## src/hw/rtl/lsm_pkg.sv

```systemverilog
// constants and types shared by the line substring matcher
`timescale 1ns / 1ps

package lsm_pkg;

  localparam int PATTERN_BYTES_DEF    = 16;
  localparam int LINE_BYTES_DEF       = 256;
  localparam int LINE_NUMBER_BITS_DEF = 32;

  localparam int MAX_PATTERN_BYTES = 16;
  localparam int PATTERN_LEN_W     = 5;
  localparam int CFG_INDEX_W       = 2;
  localparam int CFG_DATA_W        = 64;
  localparam int LINE_NUMBER_W     = 32;
  localparam int LINE_LENGTH_W     = 8;
  localparam int OUT_DATA_W        = LINE_NUMBER_W + LINE_LENGTH_W;

  localparam logic [7:0] NEWLINE_BYTE = 8'h0A;

  typedef enum logic [CFG_INDEX_W-1:0] {
    CFG_PATTERN_LOW    = 2'd0,
    CFG_PATTERN_HIGH   = 2'd1,
    CFG_PATTERN_LENGTH = 2'd2
  } cfg_reg_t;

endpackage

```

## src/hw/rtl/line_substring_matcher_unit.sv

```systemverilog
// line splitter and fixed pattern matcher over a byte stream
`timescale 1ns / 1ps

// Takes one byte per cycle and groups the bytes into lines, a line ending at
// a newline or when LINE_BYTES-1 bytes are held. Each content byte enters a
// window of recent bytes that is compared in full against the configured
// pattern in the same cycle; a line that held a match gives one result with
// its line number (from 1) and its length including any newline. A transfer
// with tuser set closes a partial line and restarts the numbering. Every
// item goes through an input register, a compare and update step, and
// an output register, so one item is accepted every cycle while the result
// side takes its transfers. Configuration writes are meant for idle periods
// only.
module line_substring_matcher_unit #(
  parameter int PATTERN_BYTES    = lsm_pkg::PATTERN_BYTES_DEF,
  parameter int LINE_BYTES       = lsm_pkg::LINE_BYTES_DEF,
  parameter int LINE_NUMBER_BITS = lsm_pkg::LINE_NUMBER_BITS_DEF
) (
  input  logic                           clk,
  input  logic                           rst_n,
  input  logic                           cfg_wr_en,
  input  logic [lsm_pkg::CFG_INDEX_W-1:0] cfg_index,
  input  logic [lsm_pkg::CFG_DATA_W-1:0]  cfg_wdata,
  input  logic                           in_tvalid,
  output logic                           in_tready,
  input  logic [7:0]                     in_tdata,  // data_byte
  input  logic                           in_tuser,  // end_of_input
  output logic                           out_tvalid,
  input  logic                           out_tready,
  output logic [lsm_pkg::OUT_DATA_W-1:0]  out_tdata  // line_length, line_number
);

  import lsm_pkg::*;

  localparam int WIN   = (PATTERN_BYTES < MAX_PATTERN_BYTES) ? PATTERN_BYTES
                                                             : MAX_PATTERN_BYTES;
  localparam int CNT_W = $clog2(LINE_BYTES);
  localparam int PIDX_W = $clog2(MAX_PATTERN_BYTES);

  // configuration registers
  logic [CFG_DATA_W-1:0]    pat_low_r;
  logic [CFG_DATA_W-1:0]    pat_high_r;
  logic [PATTERN_LEN_W-1:0] pat_len_r;

  always_ff @(posedge clk) begin
    if (!rst_n) begin
      pat_low_r  <= '0;
      pat_high_r <= '0;
      pat_len_r  <= '0;
    end else if (cfg_wr_en) begin
      case (cfg_index)
        CFG_PATTERN_LOW:    pat_low_r  <= cfg_wdata;
        CFG_PATTERN_HIGH:   pat_high_r <= cfg_wdata;
        CFG_PATTERN_LENGTH: pat_len_r  <= cfg_wdata[PATTERN_LEN_W-1:0];
        default: ;
      endcase
    end
  end

  // input register
  logic       s_valid_r;
  logic [7:0] s_byte_r;
  logic       s_eoi_r;
  logic       adv;
  logic       out_valid_r;

  assign adv       = s_valid_r && (!out_valid_r || out_tready);
  assign in_tready = !s_valid_r || adv;

  always_ff @(posedge clk) begin
    if (!rst_n) begin
      s_valid_r <= 1'b0;
    end else if (in_tready) begin
      s_valid_r <= in_tvalid;
    end
  end

  always_ff @(posedge clk) begin
    if (in_tready && in_tvalid) begin
      s_byte_r <= in_tdata;
      s_eoi_r  <= in_tuser;
    end
  end

  // pattern alignment against the window, from the stable config registers
  logic [MAX_PATTERN_BYTES-1:0][7:0] pat_bytes;
  logic [PATTERN_LEN_W-1:0]          n_used;
  logic [WIN-1:0][7:0]               align;
  logic [WIN-1:0]                    in_use;

  assign pat_bytes = {pat_high_r, pat_low_r};
  assign n_used = (pat_len_r > PATTERN_LEN_W'(WIN)) ? PATTERN_LEN_W'(WIN) : pat_len_r;

  always_comb begin
    for (int i = 0; i < WIN; i++) begin
      in_use[i] = PATTERN_LEN_W'(i) < n_used;
      align[i]  = pat_bytes[PIDX_W'(n_used - PATTERN_LEN_W'(i) - PATTERN_LEN_W'(1))];
    end
  end

  // line state
  logic [WIN-1:0][7:0]          win_r, win_nxt;
  logic [CNT_W-1:0]             cnt_r, cnt_nxt, cnt_inc;
  logic                         match_seen_r, match_seen_nxt;
  logic [LINE_NUMBER_BITS-1:0]  line_cnt_r, line_cnt_nxt, line_no_inc;
  logic                         is_content, all_eq, match_now, close, emit;
  logic [CNT_W-1:0]             close_len;

  always_comb begin
    cnt_inc    = cnt_r + CNT_W'(1);
    is_content = !s_eoi_r && (s_byte_r != NEWLINE_BYTE);
    win_nxt[0] = s_byte_r;
    for (int i = 1; i < WIN; i++) begin
      win_nxt[i] = win_r[i-1];
    end
    all_eq = 1'b1;
    for (int i = 0; i < WIN; i++) begin
      if (in_use[i] && (win_nxt[i] != align[i])) begin
        all_eq = 1'b0;
      end
    end
    match_now   = is_content && ({{(32-CNT_W){1'b0}}, cnt_inc} >= 32'(n_used)) && all_eq;
    line_no_inc = line_cnt_r + LINE_NUMBER_BITS'(1);

    if (s_eoi_r) begin
      close     = cnt_r != '0;
      close_len = cnt_r;
    end else begin
      close     = !is_content || (cnt_inc >= CNT_W'(LINE_BYTES - 1));
      close_len = cnt_inc;
    end
    emit = close && (match_seen_r || match_now);

    win_nxt        = is_content ? win_nxt : win_r;
    cnt_nxt        = cnt_r;
    match_seen_nxt = match_seen_r;
    line_cnt_nxt   = line_cnt_r;
    if (s_eoi_r) begin
      cnt_nxt        = '0;
      match_seen_nxt = 1'b0;
      line_cnt_nxt   = '0;
    end else if (close) begin
      cnt_nxt        = '0;
      match_seen_nxt = 1'b0;
      line_cnt_nxt   = line_no_inc;
    end else begin
      cnt_nxt        = cnt_inc;
      match_seen_nxt = match_seen_r || match_now;
    end
  end

  always_ff @(posedge clk) begin
    if (!rst_n) begin
      win_r        <= '0;
      cnt_r        <= '0;
      match_seen_r <= 1'b0;
      line_cnt_r   <= '0;
    end else if (adv) begin
      win_r        <= win_nxt;
      cnt_r        <= cnt_nxt;
      match_seen_r <= match_seen_nxt;
      line_cnt_r   <= line_cnt_nxt;
    end
  end

  // output register
  logic [OUT_DATA_W-1:0] out_data_r;

  always_ff @(posedge clk) begin
    if (!rst_n) begin
      out_valid_r <= 1'b0;
    end else if (adv) begin
      out_valid_r <= emit;
    end else if (out_tready) begin
      out_valid_r <= 1'b0;
    end
  end

  always_ff @(posedge clk) begin
    if (adv && emit) begin
      out_data_r <= {LINE_LENGTH_W'(close_len), LINE_NUMBER_W'(line_no_inc)};
    end
  end

  assign out_tvalid = out_valid_r;
  assign out_tdata  = out_data_r;

  // checks
  a_cnt_bound: assert property (@(posedge clk) disable iff (!rst_n)
    {{(32-CNT_W){1'b0}}, cnt_r} < 32'(LINE_BYTES - 1))
    else $error("line byte count reached the line limit");

  a_match_needs_bytes: assert property (@(posedge clk) disable iff (!rst_n)
    match_seen_r |-> (cnt_r != '0))
    else $error("match flagged on an empty line");

  a_eoi_restart: assert property (@(posedge clk) disable iff (!rst_n)
    (adv && s_eoi_r) |=> (line_cnt_r == '0) && (cnt_r == '0))
    else $error("numbering not restarted after end of input");

  a_no_overwrite: assert property (@(posedge clk) disable iff (!rst_n)
    (out_valid_r && !out_tready) |-> !adv)
    else $error("pending result overwritten");

endmodule

```

## config.mk

```make
export PLATFORM = sky130hd
export DESIGN_NAME = line_substring_matcher_unit
export DESIGN_NICKNAME = d
export VERILOG_FILES = /design/src/hw/rtl/lsm_pkg.sv /design/src/hw/rtl/line_substring_matcher_unit.sv
export SDC_FILE = /design/constraint.sdc
export NUM_CORES = 1
export LEC_CHECK = 0
export BUFFER_PORTS_ARGS = -buffer_cell sky130_fd_sc_hd__buf_2
export CAP_MARGIN = 20
export CELL_PAD_IN_SITES_DETAIL_PLACEMENT = 1
export CELL_PAD_IN_SITES_GLOBAL_PLACEMENT = 2
export CORE_UTILIZATION = 35
export DETAILED_ROUTE_END_ITERATION = 10
export PLACE_DENSITY_LB_ADDON = 0.2
export SETUP_SLACK_MARGIN = 0.4
export SYNTH_ARGS = -nofsm -noshare
export SYNTH_HDL_FRONTEND = slang
export SYNTH_SLANG_ARGS = --single-unit
```

## constraint.sdc

```tcl
create_clock -name clk -period 6.58 [get_ports clk]
set_input_delay 1.974 -clock clk [delete_from_list [all_inputs] [get_ports clk]]
set_output_delay 1.974 -clock clk [all_outputs]
set_load 0.005 [all_outputs]
```

==> impl_metrics.toml <==
[clock_network]
cts_resized = 0
cts_tree = "done"
clock_latency_ns = 0.59
holdBufCountCts = 0
clk_pin_slew_worst_paths_ns = 0.06
clk_root_buffer_cell = "clkbuf_16"
htreeDepth = 2
postCtsSetupBuffers = 0
clock_sinks = 345
clock_path_buffers = 3
cts_buffers = 41

[power]
total_power_mw = 5.71
p_leak_nw = 9.97
power.internal_mw = 4.03
seq_power_share_pct = 39.7
ir_worst_vdd_v = 0.000193
p_sw_mw = 1.68
p_per_area_mw_per_mm2 = 202
combinationalPowerShare_pct = 17.5
p_clk_share_pct = 42.8
switching_share_pct = 29.4

[timing]
finalMaxSlewViolations = 0
hold_ws_ns = 0.494
relSlewSlack_pct = 22.9
setup_viol = 0
fmax_mhz = 176
min_period_ns = 5.69
tightest_slew_ns = 1.16
fin_tns_setup_ns = 0
grt_setup_unrepaired = "false"
fin_crit_sh_pct = 86.5
clock_skew_ns = 0.0169
hold_viol = 0

[die]
std_cell_rows = 98
die_w_um = 272
start_util_pct = 35.5
io_pins = 122
die_h_um = 272
core_region_area_mm2 = 0.0717
die_area_mm2 = 0.0737

[placement]
portBuffers = 121
hpwl_um = 99600
routabilityCongestion = 0.993
dp_cells = 3840

[run]
max_cap_viol_count = 0

[critical_path]
endpoint_kind = "register"
path_common_cell = "buf_4"
crit_chain = "nand2b_2, buf_4, inv_2, buf_4, buf_4, mux2i_1, a21oi_1, mux2i_1, mux2i_1, a22oi_1, o41ai_1, buf_4, o221a_2, o2111a_1, nand4_2, a21boi_4, buf_12"
critPathBufInv = 6
rr_endpoint = "out_tdata[36]"
cp.arrival_ns = 5.95
start_kind = "register"
crit_type = "reg -> reg"
r2r_setup_slack_ns = 0.89
timing.rr.start = "pat_len_r[4]"
path_max_fanout = 40
cp.required_ns = 6.84
ff2ff_path_depth = 17
cpLargestDelayFamily = "compound AO/OA/AOI/OAI gates"
cpPeakStageDelay_ns = 0.75
cp_slowest_cell = "o41ai_1"

[drt]
routed_wl_um = 130000
vias = 24400
drtIter0Drc = 2311
wire_per_inst_um = 33.2
first_pass_iters = 7
ant_nets = 0
drc = 0
viasPerCell = 6.23

[logic_synthesis]
synth_nets = 3034
netlist_top_cells_area = "dfxtp_1 23%, mux2i_1 9.5%, mux4_2 9.2%, nand2_1 9.0%, a21boi_0 7.4%"
synth.cell_area_mm2 = 0.0254
ys.flop_type = "dfxtp_1"
ys_ff_latch = 345
synth.yosys.seq_area_share_pct = 29.1
postSynthAreaPerCell_um2 = 8.65
yosysUniqueCellTypes = 96
synth_warnings = 0
async_flop_share_pct = 0
netlist.area_leader.share_pct = 23.3
yosys-top-cells-count = "609 x nand2_1, 296 x dfxtp_1, 250 x a21boi_0"
synth_edf_count = 49
synthCells = 2940
synth_top_area_cell = "dfxtp_1"
synth.most_common_cell = "nand2_1"

[grt]
grt_use_met3_pct = 6.20
antenna_found_initial = 5
grt_overflow_total = 0
use_met2_pct = 52.8
grt_pass1_vias = 24029
grt_pass1_wl_um = 183000
grt_use_total_pct = 34.6
use_met1_pct = 46.7
busiest_layer = "met2"
grt_max_degree = 147

[layout]
postLayoutCoreUtil_pct = 39.5
synthToLayoutAreaGrowth_pct = 11.3
final_cells = 3914
final_nets = 3027
layout-drive-gt1-share_pct = 15.5
fillers = 8311

[worst_hold_path]
hold_start = "win_r[20]"
min_to = "win_r[28]"
whs_path_depth = 2
hold_class = "reg -> reg"

[run_status]
status = "completed"
[logic make-up after synthesis]
kind of cell	count (synthesis)	share of synthesized area (%)
AO/OA/AOI/OAI	654	18.5
buffers and inverters	292	5.19
XOR/XNOR	226	8.05
adder cells (fa/ha/maj)	14	0.689
multiplexers	375	20.1
flip-flops	345	29.1
AND/OR/NAND/NOR	1034	18.4
[sequential cells by signal, indices dropped and copies added, names as in the netlist]
name and count:
line_cnt_r 32, s_byte_r 8, out_tdata 40, match_seen_r 1, win_r 120, out_tvalid 1
s_eoi_r 1, s_valid_r 1, pat_high_r 64, pat_low_r 64, pat_len_r 5, cnt_r 8
[area by class of cell]
cell class,count,area [µm²],area share [%]
Clock buffer,58,1180,4.17
Timing Repair Buffer,212,1400,4.93
Inverter,30,118,0.415
Multi-Input combinational cell,2303,16800,59.2
Tap cell,950,1190,4.20
Clock inverter,14,249,0.879
Antenna cell,2,5.00,0.0177
Sequential cell,345,7400,26.2
[worst max-delay path by stage]
| stage | startpoint | endpoint | slack [ns] | cells past startpoint |
|---|---|---|---|---|
| finish | pat_len_r[4] | out_tdata[36] | 0.89 | 17 |
| global route | pat_len_r[4] | out_tdata[36] | 0.80 | 17 |
| detailed placement | pat_len_r[4] | out_tdata[30] | 1.07 | 17 |
| global placement | pat_len_r[4] | out_tdata[27] | 1.16 | 17 |
| floorplan | pat_len_r[4] | out_tdata[0] | 0.50 | 21 |
| CTS | pat_len_r[4] | out_tdata[29] | 0.99 | 17 |
[power by group through the flow]
stage / registers, mW / clock network (mW) / logic [mW]
floorplan: 2.25 / 0 / 0.637
global placement: 2.31 / 0 / 0.970
detailed placement: 2.31 / 0 / 0.979
CTS: 2.26 / 2.50 / 0.983
global route: 2.27 / 2.58 / 1.05
finish: 2.27 / 2.44 / 0.999
[metal layers]
layer / vias to the layer above / wire length (µm)
met5: - / 0
met4: 0 / 7590
met3: 298 / 9540
met2: 1126 / 56600
met1: 12423 / 56300
li1: 10553 / -
[placed cells by master (no fill, tap or decap), types with 8 or more instances in the layout]
cell and n:
and3_1 20, o21ai_0 73, nor4_1 17, o31ai_1 10, nand2_1 609, o221ai_1 14, a31oi_1 20, buf_12 8
a21oi_1 60, buf_4 83, edfxtp_1 49, nor4b_1 8, mux2_2 28, clkbuf_1 9, nor2b_1 40, mux2i_1 242
a221oi_1 12, nor2_1 111, nand3b_1 8, ha_1 13, o22ai_1 33, mux4_2 104, and2_1 24, o211ai_1 16
nand2b_1 15, xnor2_1 120, inv_1 25, buf_2 120, clkbuf_16 42, a21boi_0 250, a211oi_1 25, nor3_1 37
nand3_1 61, a22oi_1 36, dfxtp_1 292, xor2_1 99, nand4_1 27, nor3b_1 15
[per-stage QoR]
stage               instance area [µm²]  worst slack [ns]
global placement                  26900              1.16
finish                            28300             0.887
floorplan                         25400             0.499
CTS                               28300             0.985
detailed placement                26900              1.07
global route                      28300             0.796
[tightest hold or removal path, stage by stage, from the launching register on]
cell and delay, ns:
dfxtp_1 0.33, nand2_1 0.06, a21boi_0 0.06
(Power assumes the default switching activity.)
